## src/sv/tcm_pkg.sv

```systemverilog
// Package: DES tables, helper functions and controller types
`default_nettype none
package tcm_pkg;

    typedef enum logic [2:0] {
        ST_IDLE,
        ST_LOAD,
        ST_ROUND,
        ST_PASS,
        ST_OUT
    } tcm_state_t;

    localparam logic [1:0] REG_KEY_ONE = 2'd0;
    localparam logic [1:0] REG_KEY_TWO = 2'd1;
    localparam logic [1:0] REG_IV      = 2'd2;
    localparam logic [1:0] REG_MODE    = 2'd3;

    // Controller to datapath commands
    typedef struct packed {
        logic       load;       // capture input word, run IP, set pass key
        logic       round;      // execute one Feistel round
        logic       pass_next;  // finish pass, start next pass
        logic [1:0] pass_sel;   // pass index for the next pass
        logic       finish;     // finish last pass and latch chain/mac
        logic       last;       // current word is last of message
    } tcm_cmd_t;

    function automatic logic [3:0] sbox(input logic [2:0] n, input logic [5:0] six);
        logic [1:0] row;
        logic [3:0] col;
        logic [255:0] t0, t1, t2, t3, t4, t5, t6, t7;
        logic [255:0] sel;
        row = {six[5], six[0]};
        col = six[4:1];
        t0 = 256'hE4D12FB83A6C5907_0F74E2D1A6CB9538_41E8D62BFC973A50_FC8249175B3EA06D;
        t1 = 256'hF18E6B34972DC05A_3D47F28EC01A69B5_0E7BA4D158C6932F_D8A13F42B67C05E9;
        t2 = 256'hA09E63F51DC7B428_D709346A285ECBF1_D6498F30B12C5AE7_1AD069874FE3B52C;
        t3 = 256'h7DE3069A1285BC4F_D8B56F03472C1AE9_A690CB7DF13E5284_3F06A1D8945BC72E;
        t4 = 256'h2C417AB6853FD0E9_EB2C47D150FA3986_421BAD78F9C5630E_B8C71E2D6F09A453;
        t5 = 256'hC1AF92680D34E75B_AF427C9561DE0B38_9EF528C3704A1DB6_432C95FABE17608D;
        t6 = 256'h4B2EF08D3C975A61_D0B7491AE35C2F86_14BDC37EAF680592_6BD814A7950FE23C;
        t7 = 256'hD2846FB1A93E50C7_1FD8A374C56B0E92_7B419CE206ADF358_21E74A8DFC90356B;
        case (n)
            3'd0: sel = t0;
            3'd1: sel = t1;
            3'd2: sel = t2;
            3'd3: sel = t3;
            3'd4: sel = t4;
            3'd5: sel = t5;
            3'd6: sel = t6;
            default: sel = t7;
        endcase
        return sel[255 - ({row, col} * 4) -: 4];
    endfunction

    // Generic MSB-first permutation helpers are written out per table below
    function automatic logic [63:0] perm_ip(input logic [63:0] x);
        logic [7:0] t [0:63];
        logic [63:0] o;
        t = '{58,50,42,34,26,18,10,2, 60,52,44,36,28,20,12,4,
              62,54,46,38,30,22,14,6, 64,56,48,40,32,24,16,8,
              57,49,41,33,25,17,9,1,  59,51,43,35,27,19,11,3,
              61,53,45,37,29,21,13,5, 63,55,47,39,31,23,15,7};
        for (int i = 0; i < 64; i++) o[63-i] = x[64 - t[i]];
        return o;
    endfunction

    function automatic logic [63:0] perm_fp(input logic [63:0] x);
        logic [7:0] t [0:63];
        logic [63:0] o;
        t = '{40,8,48,16,56,24,64,32, 39,7,47,15,55,23,63,31,
              38,6,46,14,54,22,62,30, 37,5,45,13,53,21,61,29,
              36,4,44,12,52,20,60,28, 35,3,43,11,51,19,59,27,
              34,2,42,10,50,18,58,26, 33,1,41,9,49,17,57,25};
        for (int i = 0; i < 64; i++) o[63-i] = x[64 - t[i]];
        return o;
    endfunction

    function automatic logic [55:0] perm_pc1(input logic [63:0] x);
        logic [7:0] t [0:55];
        logic [55:0] o;
        t = '{57,49,41,33,25,17,9, 1,58,50,42,34,26,18,
              10,2,59,51,43,35,27, 19,11,3,60,52,44,36,
              63,55,47,39,31,23,15, 7,62,54,46,38,30,22,
              14,6,61,53,45,37,29, 21,13,5,28,20,12,4};
        for (int i = 0; i < 56; i++) o[55-i] = x[64 - t[i]];
        return o;
    endfunction

    function automatic logic [47:0] perm_pc2(input logic [55:0] x);
        logic [7:0] t [0:47];
        logic [47:0] o;
        t = '{14,17,11,24,1,5, 3,28,15,6,21,10, 23,19,12,4,26,8, 16,7,27,20,13,2,
              41,52,31,37,47,55, 30,40,51,45,33,48, 44,49,39,56,34,53,
              46,42,50,36,29,32};
        for (int i = 0; i < 48; i++) o[47-i] = x[56 - t[i]];
        return o;
    endfunction

    function automatic logic [31:0] feistel(input logic [31:0] r, input logic [47:0] k);
        logic [7:0] te [0:47];
        logic [7:0] tp [0:31];
        logic [47:0] e;
        logic [31:0] s;
        logic [31:0] o;
        te = '{32,1,2,3,4,5, 4,5,6,7,8,9, 8,9,10,11,12,13, 12,13,14,15,16,17,
               16,17,18,19,20,21, 20,21,22,23,24,25, 24,25,26,27,28,29,
               28,29,30,31,32,1};
        tp = '{16,7,20,21,29,12,28,17, 1,15,23,26,5,18,31,10,
               2,8,24,14,32,27,3,9, 19,13,30,6,22,11,4,25};
        for (int i = 0; i < 48; i++) e[47-i] = r[32 - te[i]];
        e = e ^ k;
        for (int i = 0; i < 8; i++)
            s[31-4*i -: 4] = sbox(3'(i), e[47-6*i -: 6]);
        for (int i = 0; i < 32; i++) o[31-i] = s[32 - tp[i]];
        return o;
    endfunction

    // Rotate both 28-bit halves left by the given amount
    function automatic logic [55:0] rot_cd(input logic [55:0] cd, input logic two);
        logic [27:0] c;
        logic [27:0] d;
        c = cd[55:28];
        d = cd[27:0];
        if (two) return {c[25:0], c[27:26], d[25:0], d[27:26]};
        return {c[26:0], c[27], d[26:0], d[27]};
    endfunction

    function automatic logic [55:0] rotr_cd(input logic [55:0] cd, input logic two);
        logic [27:0] c;
        logic [27:0] d;
        c = cd[55:28];
        d = cd[27:0];
        if (two) return {c[1:0], c[27:2], d[1:0], d[27:2]};
        return {c[0], c[27:1], d[0], d[27:1]};
    endfunction

    // Shift amount per round: one for rounds 0, 1, 8, 15
    function automatic logic rot_two(input logic [3:0] rnd);
        return !(rnd == 4'd0 || rnd == 4'd1 || rnd == 4'd8 || rnd == 4'd15);
    endfunction

endpackage
`default_nettype wire

```

## src/sv/tcm_ctrl.sv

```systemverilog
// Controller: sequences passes and rounds of the DES core
`default_nettype none
module tcm_ctrl
    import tcm_pkg::*;
(
    input  wire logic     clk,
    input  wire logic     rst_n,
    input  wire logic     in_valid,
    input  wire logic     in_last,
    input  wire logic     mode,
    input  wire logic     out_stall,
    output logic          in_stall,
    output logic          out_valid,
    output tcm_cmd_t      cmd
);

    tcm_state_t state_reg, state_next;
    logic [3:0] rnd_reg, rnd_next;
    logic [1:0] pass_reg, pass_next;
    logic       last_reg, last_next;
    logic       triple;

    assign triple = mode || last_reg;

    // Next state
    always_comb
    begin
        state_next = state_reg;
        rnd_next   = rnd_reg;
        pass_next  = pass_reg;
        last_next  = last_reg;
        case (state_reg)
            ST_IDLE:
            begin
                if (in_valid)
                begin
                    state_next = ST_ROUND;
                    rnd_next   = 4'd0;
                    pass_next  = 2'd0;
                    last_next  = in_last;
                end
            end
            ST_ROUND:
            begin
                rnd_next = rnd_reg + 4'd1;
                if (rnd_reg == 4'd15)
                begin
                    if (triple && pass_reg != 2'd2)
                        pass_next = pass_reg + 2'd1;
                    else if (last_reg)
                        state_next = ST_OUT;
                    else
                        state_next = ST_IDLE;
                end
            end
            ST_OUT:
            begin
                if (!out_stall)
                    state_next = ST_IDLE;
            end
            default: state_next = ST_IDLE;
        endcase
    end

    // Outputs
    always_comb
    begin
        cmd       = '0;
        in_stall  = (state_reg != ST_IDLE);
        out_valid = (state_reg == ST_OUT);
        cmd.load  = (state_reg == ST_IDLE) && in_valid;
        cmd.last  = last_reg;
        cmd.pass_sel = pass_reg + 2'd1;
        if (state_reg == ST_ROUND)
        begin
            cmd.round = 1'b1;
            if (rnd_reg == 4'd15)
            begin
                if (triple && pass_reg != 2'd2)
                    cmd.pass_next = 1'b1;
                else
                    cmd.finish = 1'b1;
            end
        end
    end

    always_ff @(posedge clk or negedge rst_n)
    begin
        if (!rst_n)
        begin
            state_reg <= ST_IDLE;
            rnd_reg   <= '0;
            pass_reg  <= '0;
            last_reg  <= 1'b0;
        end
        else
        begin
            state_reg <= state_next;
            rnd_reg   <= rnd_next;
            pass_reg  <= pass_next;
            last_reg  <= last_next;
        end
    end

endmodule
`default_nettype wire

```

## src/sv/tcm_datapath.sv

```systemverilog
// Datapath: chaining, one DES round per cycle, key schedule, result register
`default_nettype none
module tcm_datapath
    import tcm_pkg::*;
(
    input  wire logic        clk,
    input  wire logic        rst_n,
    input  wire tcm_cmd_t    cmd,
    input  wire logic [63:0] key_one,
    input  wire logic [63:0] key_two,
    input  wire logic [63:0] init_vector,
    input  wire logic        mode,
    input  wire logic [63:0] block_data,
    input  wire logic [3:0]  block_bytes,
    output logic      [63:0] mac_value
);

    logic [63:0] chain_reg;
    logic        in_msg_reg;
    logic [63:0] cv_reg;
    logic [31:0] l_reg, r_reg;
    logic [55:0] cd_reg;
    logic        dec_reg;
    logic [3:0]  rnd_reg;
    logic [63:0] mac_reg;

    logic [63:0] mask, x, cv, blk_out;
    logic [55:0] cd_use, cd_after;
    logic [31:0] r_new;
    logic [63:0] pass_out;
    logic [55:0] k1_cd, k2_cd;

    assign k1_cd = perm_pc1(key_one);
    assign k2_cd = perm_pc1(key_two);

    // Zero bytes beyond the count
    always_comb
    begin
        mask = '1;
        if (block_bytes == 4'd0)
            mask = '0;
        else if (block_bytes < 4'd8)
            mask = ~(64'hFFFF_FFFF_FFFF_FFFF >> (block_bytes[2:0] * 8));
        cv = in_msg_reg ? chain_reg : init_vector;
        x  = (block_data & mask) ^ cv;
    end

    // One round: encrypt rotates before use, decrypt uses then rotates right
    always_comb
    begin
        cd_use   = dec_reg ? cd_reg : rot_cd(cd_reg, rot_two(rnd_reg));
        cd_after = dec_reg ? rotr_cd(cd_reg, rot_two(4'd15 - rnd_reg)) : cd_use;
        r_new    = l_reg ^ feistel(r_reg, perm_pc2(cd_use));
        pass_out = perm_fp({r_new, r_reg});
        blk_out  = mode ? pass_out : {cv_reg[63:32], pass_out[31:0]};
    end

    always_ff @(posedge clk or negedge rst_n)
    begin
        if (!rst_n)
        begin
            chain_reg  <= '0;
            in_msg_reg <= 1'b0;
        end
        else if (cmd.finish)
        begin
            chain_reg  <= pass_out;
            in_msg_reg <= !cmd.last;
        end
    end

    // Advance the block state
    always_ff @(posedge clk)
    begin
        if (cmd.load)
        begin
            cv_reg  <= cv;
            {l_reg, r_reg} <= perm_ip(x);
            cd_reg  <= k1_cd;
            dec_reg <= 1'b0;
            rnd_reg <= 4'd0;
        end
        else if (cmd.pass_next)
        begin
            {l_reg, r_reg} <= perm_ip(pass_out);
            cd_reg  <= (cmd.pass_sel == 2'd1) ? k2_cd : k1_cd;
            dec_reg <= (cmd.pass_sel == 2'd1);
            rnd_reg <= 4'd0;
        end
        else if (cmd.round)
        begin
            l_reg   <= r_reg;
            r_reg   <= r_new;
            cd_reg  <= cd_after;
            rnd_reg <= rnd_reg + 4'd1;
        end
        if (cmd.finish && cmd.last)
            mac_reg <= blk_out;
    end

    assign mac_value = mac_reg;

endmodule
`default_nettype wire

```

## src/sv/tdes_cbc_mac_engine.sv

```systemverilog
// Top level: two-key triple DES retail / full CBC-MAC engine
//  channel  | handshake          | payload
//  in       | in_valid/in_stall  | block_data, block_bytes, last_block
//  out      | out_valid/out_stall| mac_value, mac_tail_word
//  config   | cfg_we             | cfg_index, cfg_data
// One DES round per cycle from a single round unit: a word takes one pass
// (retail, not last) or three passes (triple DES), after a load while idle.
// A last word then presents the result word.
// The result word is held until taken; no new word enters meanwhile.
// Reset clears chain value, message flag, config and controller state.
`default_nettype none
module tdes_cbc_mac_engine
    import tcm_pkg::*;
(
    input  wire logic        clk,
    input  wire logic        rst_n,
    input  wire logic        cfg_we,
    input  wire logic [1:0]  cfg_index,
    input  wire logic [63:0] cfg_data,
    input  wire logic        in_valid,
    output logic             in_stall,
    input  wire logic [63:0] block_data,
    input  wire logic [3:0]  block_bytes,
    input  wire logic        last_block,
    output logic             out_valid,
    input  wire logic        out_stall,
    output logic      [63:0] mac_value,
    output logic      [31:0] mac_tail_word
);

    logic [63:0] key_one_reg, key_two_reg, iv_reg;
    logic        mode_reg;
    tcm_cmd_t    cmd;

    // Hold configuration registers
    always_ff @(posedge clk or negedge rst_n)
    begin
        if (!rst_n)
        begin
            key_one_reg <= '0;
            key_two_reg <= '0;
            iv_reg      <= '0;
            mode_reg    <= 1'b0;
        end
        else if (cfg_we)
        begin
            case (cfg_index)
                REG_KEY_ONE: key_one_reg <= cfg_data;
                REG_KEY_TWO: key_two_reg <= cfg_data;
                REG_IV:      iv_reg      <= cfg_data;
                REG_MODE:    mode_reg    <= cfg_data[0];
                default:     mode_reg    <= mode_reg;
            endcase
        end
    end

    tcm_ctrl u_ctrl (
        .clk       (clk),
        .rst_n     (rst_n),
        .in_valid  (in_valid),
        .in_last   (last_block),
        .mode      (mode_reg),
        .out_stall (out_stall),
        .in_stall  (in_stall),
        .out_valid (out_valid),
        .cmd       (cmd)
    );

    tcm_datapath u_dp (
        .clk         (clk),
        .rst_n       (rst_n),
        .cmd         (cmd),
        .key_one     (key_one_reg),
        .key_two     (key_two_reg),
        .init_vector (iv_reg),
        .mode        (mode_reg),
        .block_data  (block_data),
        .block_bytes (block_bytes),
        .mac_value   (mac_value)
    );

    assign mac_tail_word = mac_value[31:0];

endmodule
`default_nettype wire

```

## config.mk

```make
export PLATFORM = sky130hd
export DESIGN_NAME = tdes_cbc_mac_engine
export DESIGN_NICKNAME = d
export VERILOG_FILES = /design/src/sv/tcm_pkg.sv /design/src/sv/tcm_ctrl.sv /design/src/sv/tcm_datapath.sv /design/src/sv/tdes_cbc_mac_engine.sv
export SDC_FILE = /design/constraint.sdc
export NUM_CORES = 1
export LEC_CHECK = 0
export BUFFER_PORTS_ARGS = -buffer_cell sky130_fd_sc_hd__buf_4
export CAP_MARGIN = 20
export CORE_MARGIN = 1
export CORE_UTILIZATION = 45
export CTS_CLUSTER_SIZE = 16
export DETAILED_ROUTE_END_ITERATION = 16
export GPL_ROUTABILITY_DRIVEN = 0
export HOLD_SLACK_MARGIN = 0.03
export PLACE_DENSITY_LB_ADDON = 0.05
export SLEW_MARGIN = 30
export SYNTH_ARGS = -nofsm -noshare
export SYNTH_HDL_FRONTEND = slang
export SYNTH_SLANG_ARGS = --single-unit
```

## constraint.sdc

```tcl
create_clock -name clk -period 4.95 [get_ports clk]
set_input_delay 0.2475 -clock clk [delete_from_list [all_inputs] [get_ports clk]]
set_output_delay 0.2475 -clock clk [all_outputs]
set_load 0.02 [all_outputs]
```

-- Word level (Yosys, flattened, before mapping)
Cells that the tools add are included.
- register bits after elaboration: 521
- bits of input ports: 140
- output and inout port bits: 98
- $add $sub $neg: 12
- order comparisons: 1
- equal/unequal tests: 20
- shift-type cells: 9
- mux-type cells: 36
- bitwise gates (word level): 5
- reduce and logical (&&, ||, !) cells: 30
- operators with widths (kind ; number):
    $shiftx 259x33->4 const A ; 8
    $mux 56 ; 8
    $mux 64 ; 4
    $mux 32 ; 6
    $sub 8x8->9 const A ; 8
    $and 64x64->64 ; 1
    $not 64->64 ; 1
    $shr 64x6->64 const A ; 1
    $xor 64x64->64 ; 1
    $xor 48x48->48 ; 1
    $xor 32x32->32 ; 1
    $eq 4x4->1 const B ; 5
    $mux 3 ; 5
    $reduce_and 2->1 ; 7
    $logic_not 4->1 ; 3
    $ne 2x2->1 const B ; 6
    $pmux 3 s3 ; 1
    $add 4x1->4 const B ; 2
    $eq 4x1->1 const B ; 2
    $mux 2 ; 4
    $pmux 4 s2 ; 1
    $reduce_and 4->1 ; 2
    $logic_or 1x1->1 ; 7
    $reduce_bool 3->1 ; 2
    17 further kinds ; 26

-- Depth between registers and ports, before layout
- depth in word-level cells: 13
- gate-level depth with buffers: 21
- mapped depth without buffers: 18

-- Cells and area by module
From an unflattened synthesis, not the netlist that was laid out.
- cells, all modules: 3054
- area, all modules: 32038.2 µm²
- modules (own cells, without submodules) (module ; instances ; cells each ; area each (µm²)):
    tcm_datapath ; 1 ; 2555 ; 23348.6
    tdes_cbc_mac_engine ; 1 ; 443 ; 8157.8
    tcm_ctrl ; 1 ; 56 ; 531.8

-- Worst setup path before layout
No wires, ideal clock.
- path kind: reg-to-reg
- start: register u_dp.rnd_reg[1]
- end: register u_dp.l_reg[30], data pin
- library setup time: 0.261 ns
- data arrival time: 4.028 ns
- required time: 4.689 ns
- setup slack: 0.661 ns
- cell stages (with the launch flop): 21
- period minus slack after synthesis: 4.289 ns
- cells stage by stage: dfxtp_1 > inv_1 > ha_1 > nor2b_2 > o21ba_1 > buf_6 > buf_6 > o41ai_1 > nor3b_1 > or2_2 > clkbuf_1 > ha_1 > clkbuf_1 > nand2_1 > a22o_1 > a211o_1 > o311ai_1 > o31ai_1 > a211oi_1 > xnor2_1 > a221o_1
- word-level cells in the longest chain between the ends: 12
- elaborated cells between the ends (all ways): 15
- classes of those cells: 1 x add/sub; 3 x eq/ne; 1 x shift; 4 x mux; 2 x bitwise; 4 x reduce/logical
- RTL lines (element ; line ; source):
    from (decl) ; tcm_datapath.sv:24 ; logic [3:0] rnd_reg;
    from (signal assigned) ; tcm_datapath.sv:95 ; rnd_reg <= rnd_reg + 4'd1;
    $eq 4x1->1 or $logic_not 4->1 (tied branches) ; tcm_pkg.sv:140 ; return !(rnd == 4'd0 || rnd == 4'd1 || rnd == 4'd8 || rnd == 4'd15);
    $logic_or 1x1->1 (2 in series) ; tcm_pkg.sv:140 ;
    $logic_or 1x1->1 (*) ; tcm_pkg.sv:140 ;
    $mux 56 (*) ; tcm_pkg.sv:126 ; return {c[26:0], c[27], d[26:0], d[27]};
    $mux 56 (*) ; tcm_datapath.sv:51 ; cd_use = dec_reg ? cd_reg : rot_cd(cd_reg, rot_two(rnd_reg));
    $xor 48x48->48 (*) ; tcm_pkg.sv:112 ; e = e ^ k;
    $sub 8x8->9 (*) ; tcm_pkg.sv:53 ; return sel[255 - ({row, col} * 4) -: 4];
    $shiftx 259x33->4 (*) ; tcm_pkg.sv:53 ;
    $xor 32x32->32 (*) ; tcm_datapath.sv:53 ; r_new = l_reg ^ feistel(r_reg, perm_pc2(cd_use));
    $mux 32 (*) ; tcm_datapath.sv:83 ; else if (cmd.pass_next)
    $mux 32 (*) ; tcm_datapath.sv:75 ; if (cmd.load)
    to (signal assigned) ; tcm_datapath.sv:78 ; {l_reg, r_reg} <= perm_ip(x);
    to (signal assigned) ; tcm_datapath.sv:85 ; {l_reg, r_reg} <= perm_ip(pass_out);
    to (signal assigned) ; tcm_datapath.sv:92 ; l_reg <= r_reg;
    to (decl) ; tcm_datapath.sv:21 ; logic [31:0] l_reg, r_reg;
Every way passes the cells marked *; elsewhere a longest branch is shown, timed or not.
A chain may end at the register's enable or synchronous reset.

-- Final worst setup path
- start: register u_dp.rnd_reg[0]
- end: register u_dp.mac_reg[12], in the netlist u_dp.mac_value[12], data pin
- word-level cells in the longest chain between the ends: 11
- elaborated cells between the ends (all ways): 14
- classes of those cells: 1 x add/sub; 3 x eq/ne; 1 x shift; 3 x mux; 2 x bitwise; 4 x reduce/logical
- RTL lines (element ; line ; source):
    $eq 4x1->1 or $logic_not 4->1 (tied branches) ; tcm_pkg.sv:140 ;
    $logic_or 1x1->1 (2 in series) ; tcm_pkg.sv:140 ;
    $logic_or 1x1->1 (*) ; tcm_pkg.sv:140 ;
    $mux 56 (*) ; tcm_pkg.sv:126 ;
    $mux 56 (*) ; tcm_datapath.sv:51 ;
    $xor 48x48->48 (*) ; tcm_pkg.sv:112 ;
    $sub 8x8->9 (*) ; tcm_pkg.sv:53 ;
    $shiftx 259x33->4 (*) ; tcm_pkg.sv:53 ;
    $xor 32x32->32 (*) ; tcm_datapath.sv:53 ;
    $mux 64 (*) ; tcm_datapath.sv:55 ; blk_out = mode ? pass_out : {cv_reg[63:32], pass_out[31:0]};
    via u_dp.blk_out[12] ; tcm_datapath.sv:27 ; logic [63:0] mask, x, cv, blk_out;
    to (signal assigned) ; tcm_datapath.sv:98 ; mac_reg <= blk_out;
    to (decl) ; tcm_datapath.sv:25 ; logic [63:0] mac_reg;
The timed path passes the listed nets; every way through them passes the cells marked *.

==> results.sh <==
export IMPL_status="finished clean"
export IMPL_clk_pin_slew_ns=0.07
export IMPL_async_reset_ff_share_pct=53.2
export IMPL_worstHoldPathCells=4
export IMPL_numCtsBuffers=53
export IMPL_cts_sinks=472
export IMPL_grt_pass1_wl_um=163000
export IMPL_antenna_found_initial=6
export IMPL_wl_met2_um=50200
export IMPL_drtIter0Drc=3104
export IMPL_vias=26200
export IMPL_hpwl_um=80500
export IMPL_clk_latency_ns=0.62
export IMPL_nFillCells=5843
export IMPL_synth_distinct_cells=104
export IMPL_yosysMostFrequentCell="nand2_1"
export IMPL_area_growth_pct=16.7
export IMPL_ff2ff_path_depth=15
export IMPL_initial_utilization_pct=45.5
export IMPL_reg2reg_from="u_dp.rnd_reg[0]"
export IMPL_dieArea_um2=67500
export IMPL_finalHoldViolations=0
export IMPL_die_w_um=260
export IMPL_slew_headroom_pct=32.9
export IMPL_maxCapViolCount=0
export IMPL_period_needed_ns=4.70
export IMPL_rsz0062_at_grt="no"
export IMPL_r2r_end="u_dp.mac_value[12]"
export IMPL_dr_pass1_iters=6
export IMPL_worstSetupStartpointType="flip-flop"
export IMPL_synth_area_leaders="edfxtp_1, dfrtp_1, mux2_2"
export IMPL_postRouteAntennaNets=0
export IMPL_crit_chain="inv_1 > ha_1 > o21bai_4 > buf_4 > a211oi_1 > o21ba_2 > nor2_1 > inv_1 > ha_1 > a21oi_1 > o211ai_1 > nand4_1 > mux2i_1 > xnor2_1 > inv_1"
export IMPL_ys_flop_type="dfrtp_1"
export IMPL_grt_start_max_net_pins=93
export IMPL_synth_edf_count=216
export IMPL_yosys_warnings=0
export IMPL_rows=94
export IMPL_drive_gt1_share_pct=23.4
export IMPL_cts_root_buf="clkbuf_16"
export IMPL_top_layer="met4"
export IMPL_avgViaCountPerCell=6.42
export IMPL_syn_area_um2=29900
export IMPL_synthTopCellsByCount="nand2_1, mux2_2, dfrtp_1"
export IMPL_overflow=0
export IMPL_worstSetupPathType="flip-flop to flip-flop"
export IMPL_syn_nets=3192
export IMPL_io_pins=238
export IMPL_worstSetupEndpointType="flip-flop"
export IMPL_core_area_um2=65700
export IMPL_grt_pass1_vias=24900
export IMPL_max_stage_delay_ns=0.52
export IMPL_wl_per_cell_um=27.3
export IMPL_tightest_slew_ns=1.01
export IMPL_tns_ns=0
export IMPL_holdPathEnd="u_dp.l_reg[25]"
export IMPL_timing_fmax_ghz=0.213
export IMPL_hold_start="block_data[54]"
export IMPL_setup_viol=0
export IMPL_rrSetupSlack_ns=0.25
export IMPL_cts_tree="built"
export IMPL_track_usage_pct=32.5
export IMPL_finalCritPeriodShare_pct=94.9
export IMPL_dieHeight_um=260
export IMPL_critPathArrivalTime_ns=5.01
export IMPL_netlist_area_leader_share_pct=21.7
export IMPL_synth_ff_latch_count=472
export IMPL_slew_viol_final=0
export IMPL_wl_um=111000
export IMPL_wl_met1_um=46600
export IMPL_drc=0
export IMPL_synth_top_area_cell="edfxtp_1"
export IMPL_path_common_cell="inv_1"
export IMPL_clock_skew_ns=0.0228
export IMPL_port_buffers=237
export IMPL_layout_nets=3385
export IMPL_synth_seq_area_share_pct=43.0
export IMPL_cp_max_fo=18
export IMPL_cp_data_required_time_ns=5.26
export IMPL_wl_met3_um=10200
export IMPL_htree_levels=2
export IMPL_cp_slowest_cell="xnor2_1"
export IMPL_synth_cells=2983
export IMPL_synth_area_per_cell_um2=10.0
export IMPL_clk_path_buf_depth=3
export IMPL_min_path_type="input pin to flip-flop"
## cells by family after synthesis
| logic type | after synthesis | share of synthesized area (%) |
|---|---|---|
| compound gates | 823 | 19.6 |
| xor+xnor | 113 | 3.58 |
| fa+ha+maj | 71 | 2.95 |
| buf+inv | 319 | 4.78 |
| flops | 472 | 43.0 |
| mux | 338 | 13.1 |
| simple gates | 847 | 13.0 |
## metal layers
layer	global-route usage, %	vias up
met5	0	-
met4	11.3	0
met3	5.91	225
met2	49.8	1338
met1	46.0	13100
li1	-	11500
## repair_timing
action | in CTS | in global routing
gates resized for setup | 0 | 4
endpoints found under the setup margin | 0 | 10
buffers inserted | 0 | 0
hold buffers | 67 | 0
hold endpoints to repair | 268 | 0
## area by class of cell
| type | count | area [µm²] | area share, % |
|---|---|---|---|
| Antenna cell | 1 | 2.50 | 0.00717 |
| Inverter | 80 | 302 | 0.864 |
| Clock buffer | 74 | 1530 | 4.37 |
| Multi-Input combinational cell | 2192 | 15700 | 45.1 |
| Clock inverter | 26 | 313 | 0.896 |
| Sequential cell | 472 | 12900 | 36.9 |
| Timing Repair Buffer | 377 | 3080 | 8.82 |
| Tap cell | 864 | 1080 | 3.10 |
## placed cells by master, fill, tap and decap left out, types with 21 or more instances in the layout
master,synthesis,layout
o211ai_1,67,67
xor2_1,49,49
a21o_1,44,44
a31oi_1,26,26
and3_1,53,52
xnor2_1,57,55
dlygate4sd3_1,0,67
buf_4,35,303
a22oi_1,81,80
clkbuf_16,0,54
ha_1,69,69
nand2_1,421,417
mux2_2,254,254
o21ai_0,159,158
o221ai_1,21,21
edfxtp_1,216,216
a32o_1,38,38
dfrtp_1,251,249
nand3_1,91,91
nor3_1,46,45
nor2_1,105,103
mux2i_1,66,66
a211oi_1,58,58
a21oi_1,144,144
inv_1,76,75
## stage by stage
stage / worst slack (ns) / std cells / cell area, µm² / hold slack, ns / util, %
3_5_place_dp: 0.130 / 3918 / 32400 / 0.319 / 49.2
5_1_grt: 0.00808 / 4085 / 34900 / 0.0885 / 53.1
2_1_floorplan: 0.661 / 2983 / 29900 / -0.0481 / -
6_report: 0.251 / 4086 / 34900 / 0.0844 / 53.1
3_3_place_gp: 0.237 / 3917 / 32300 / 0.302 / 49.2
4_1_cts: 0.0771 / 4085 / 34900 / 0.0612 / 53.1
## worst max-delay path: cells and delay by family, from the launching register on
family / cells / cell delay (ns)
muxes: 1 / 0.16
and+or+nand+nor: 2 / 0.55
adders and majority gates: 2 / 0.68
buffers and inverters: 4 / 0.80
AOI/OAI and AO/OA: 5 / 1.24
xor gates and xnor gates: 1 / 0.52
DFF: 1 / 0.43
## worst max path at each step
stage / to / slack [ns] / startpoint
after floorplan: u_dp.l_reg[30] / 0.66 / u_dp.rnd_reg[1]
after detailed placement: u_dp.l_reg[10] / 0.13 / u_dp.rnd_reg[0]
after global routing: u_dp.l_reg[12] / 0.008 / u_dp.rnd_reg[0]
after CTS: u_dp.l_reg[10] / 0.08 / u_dp.rnd_reg[0]
after global placement: u_dp.l_reg[10] / 0.24 / u_dp.rnd_reg[1]
final: u_dp.mac_value[12] / 0.25 / u_dp.rnd_reg[0]
Power is left out: the tool's default activity adds up to more than one toggle a clock period on the data nets, which glitch-free logic cannot reach.
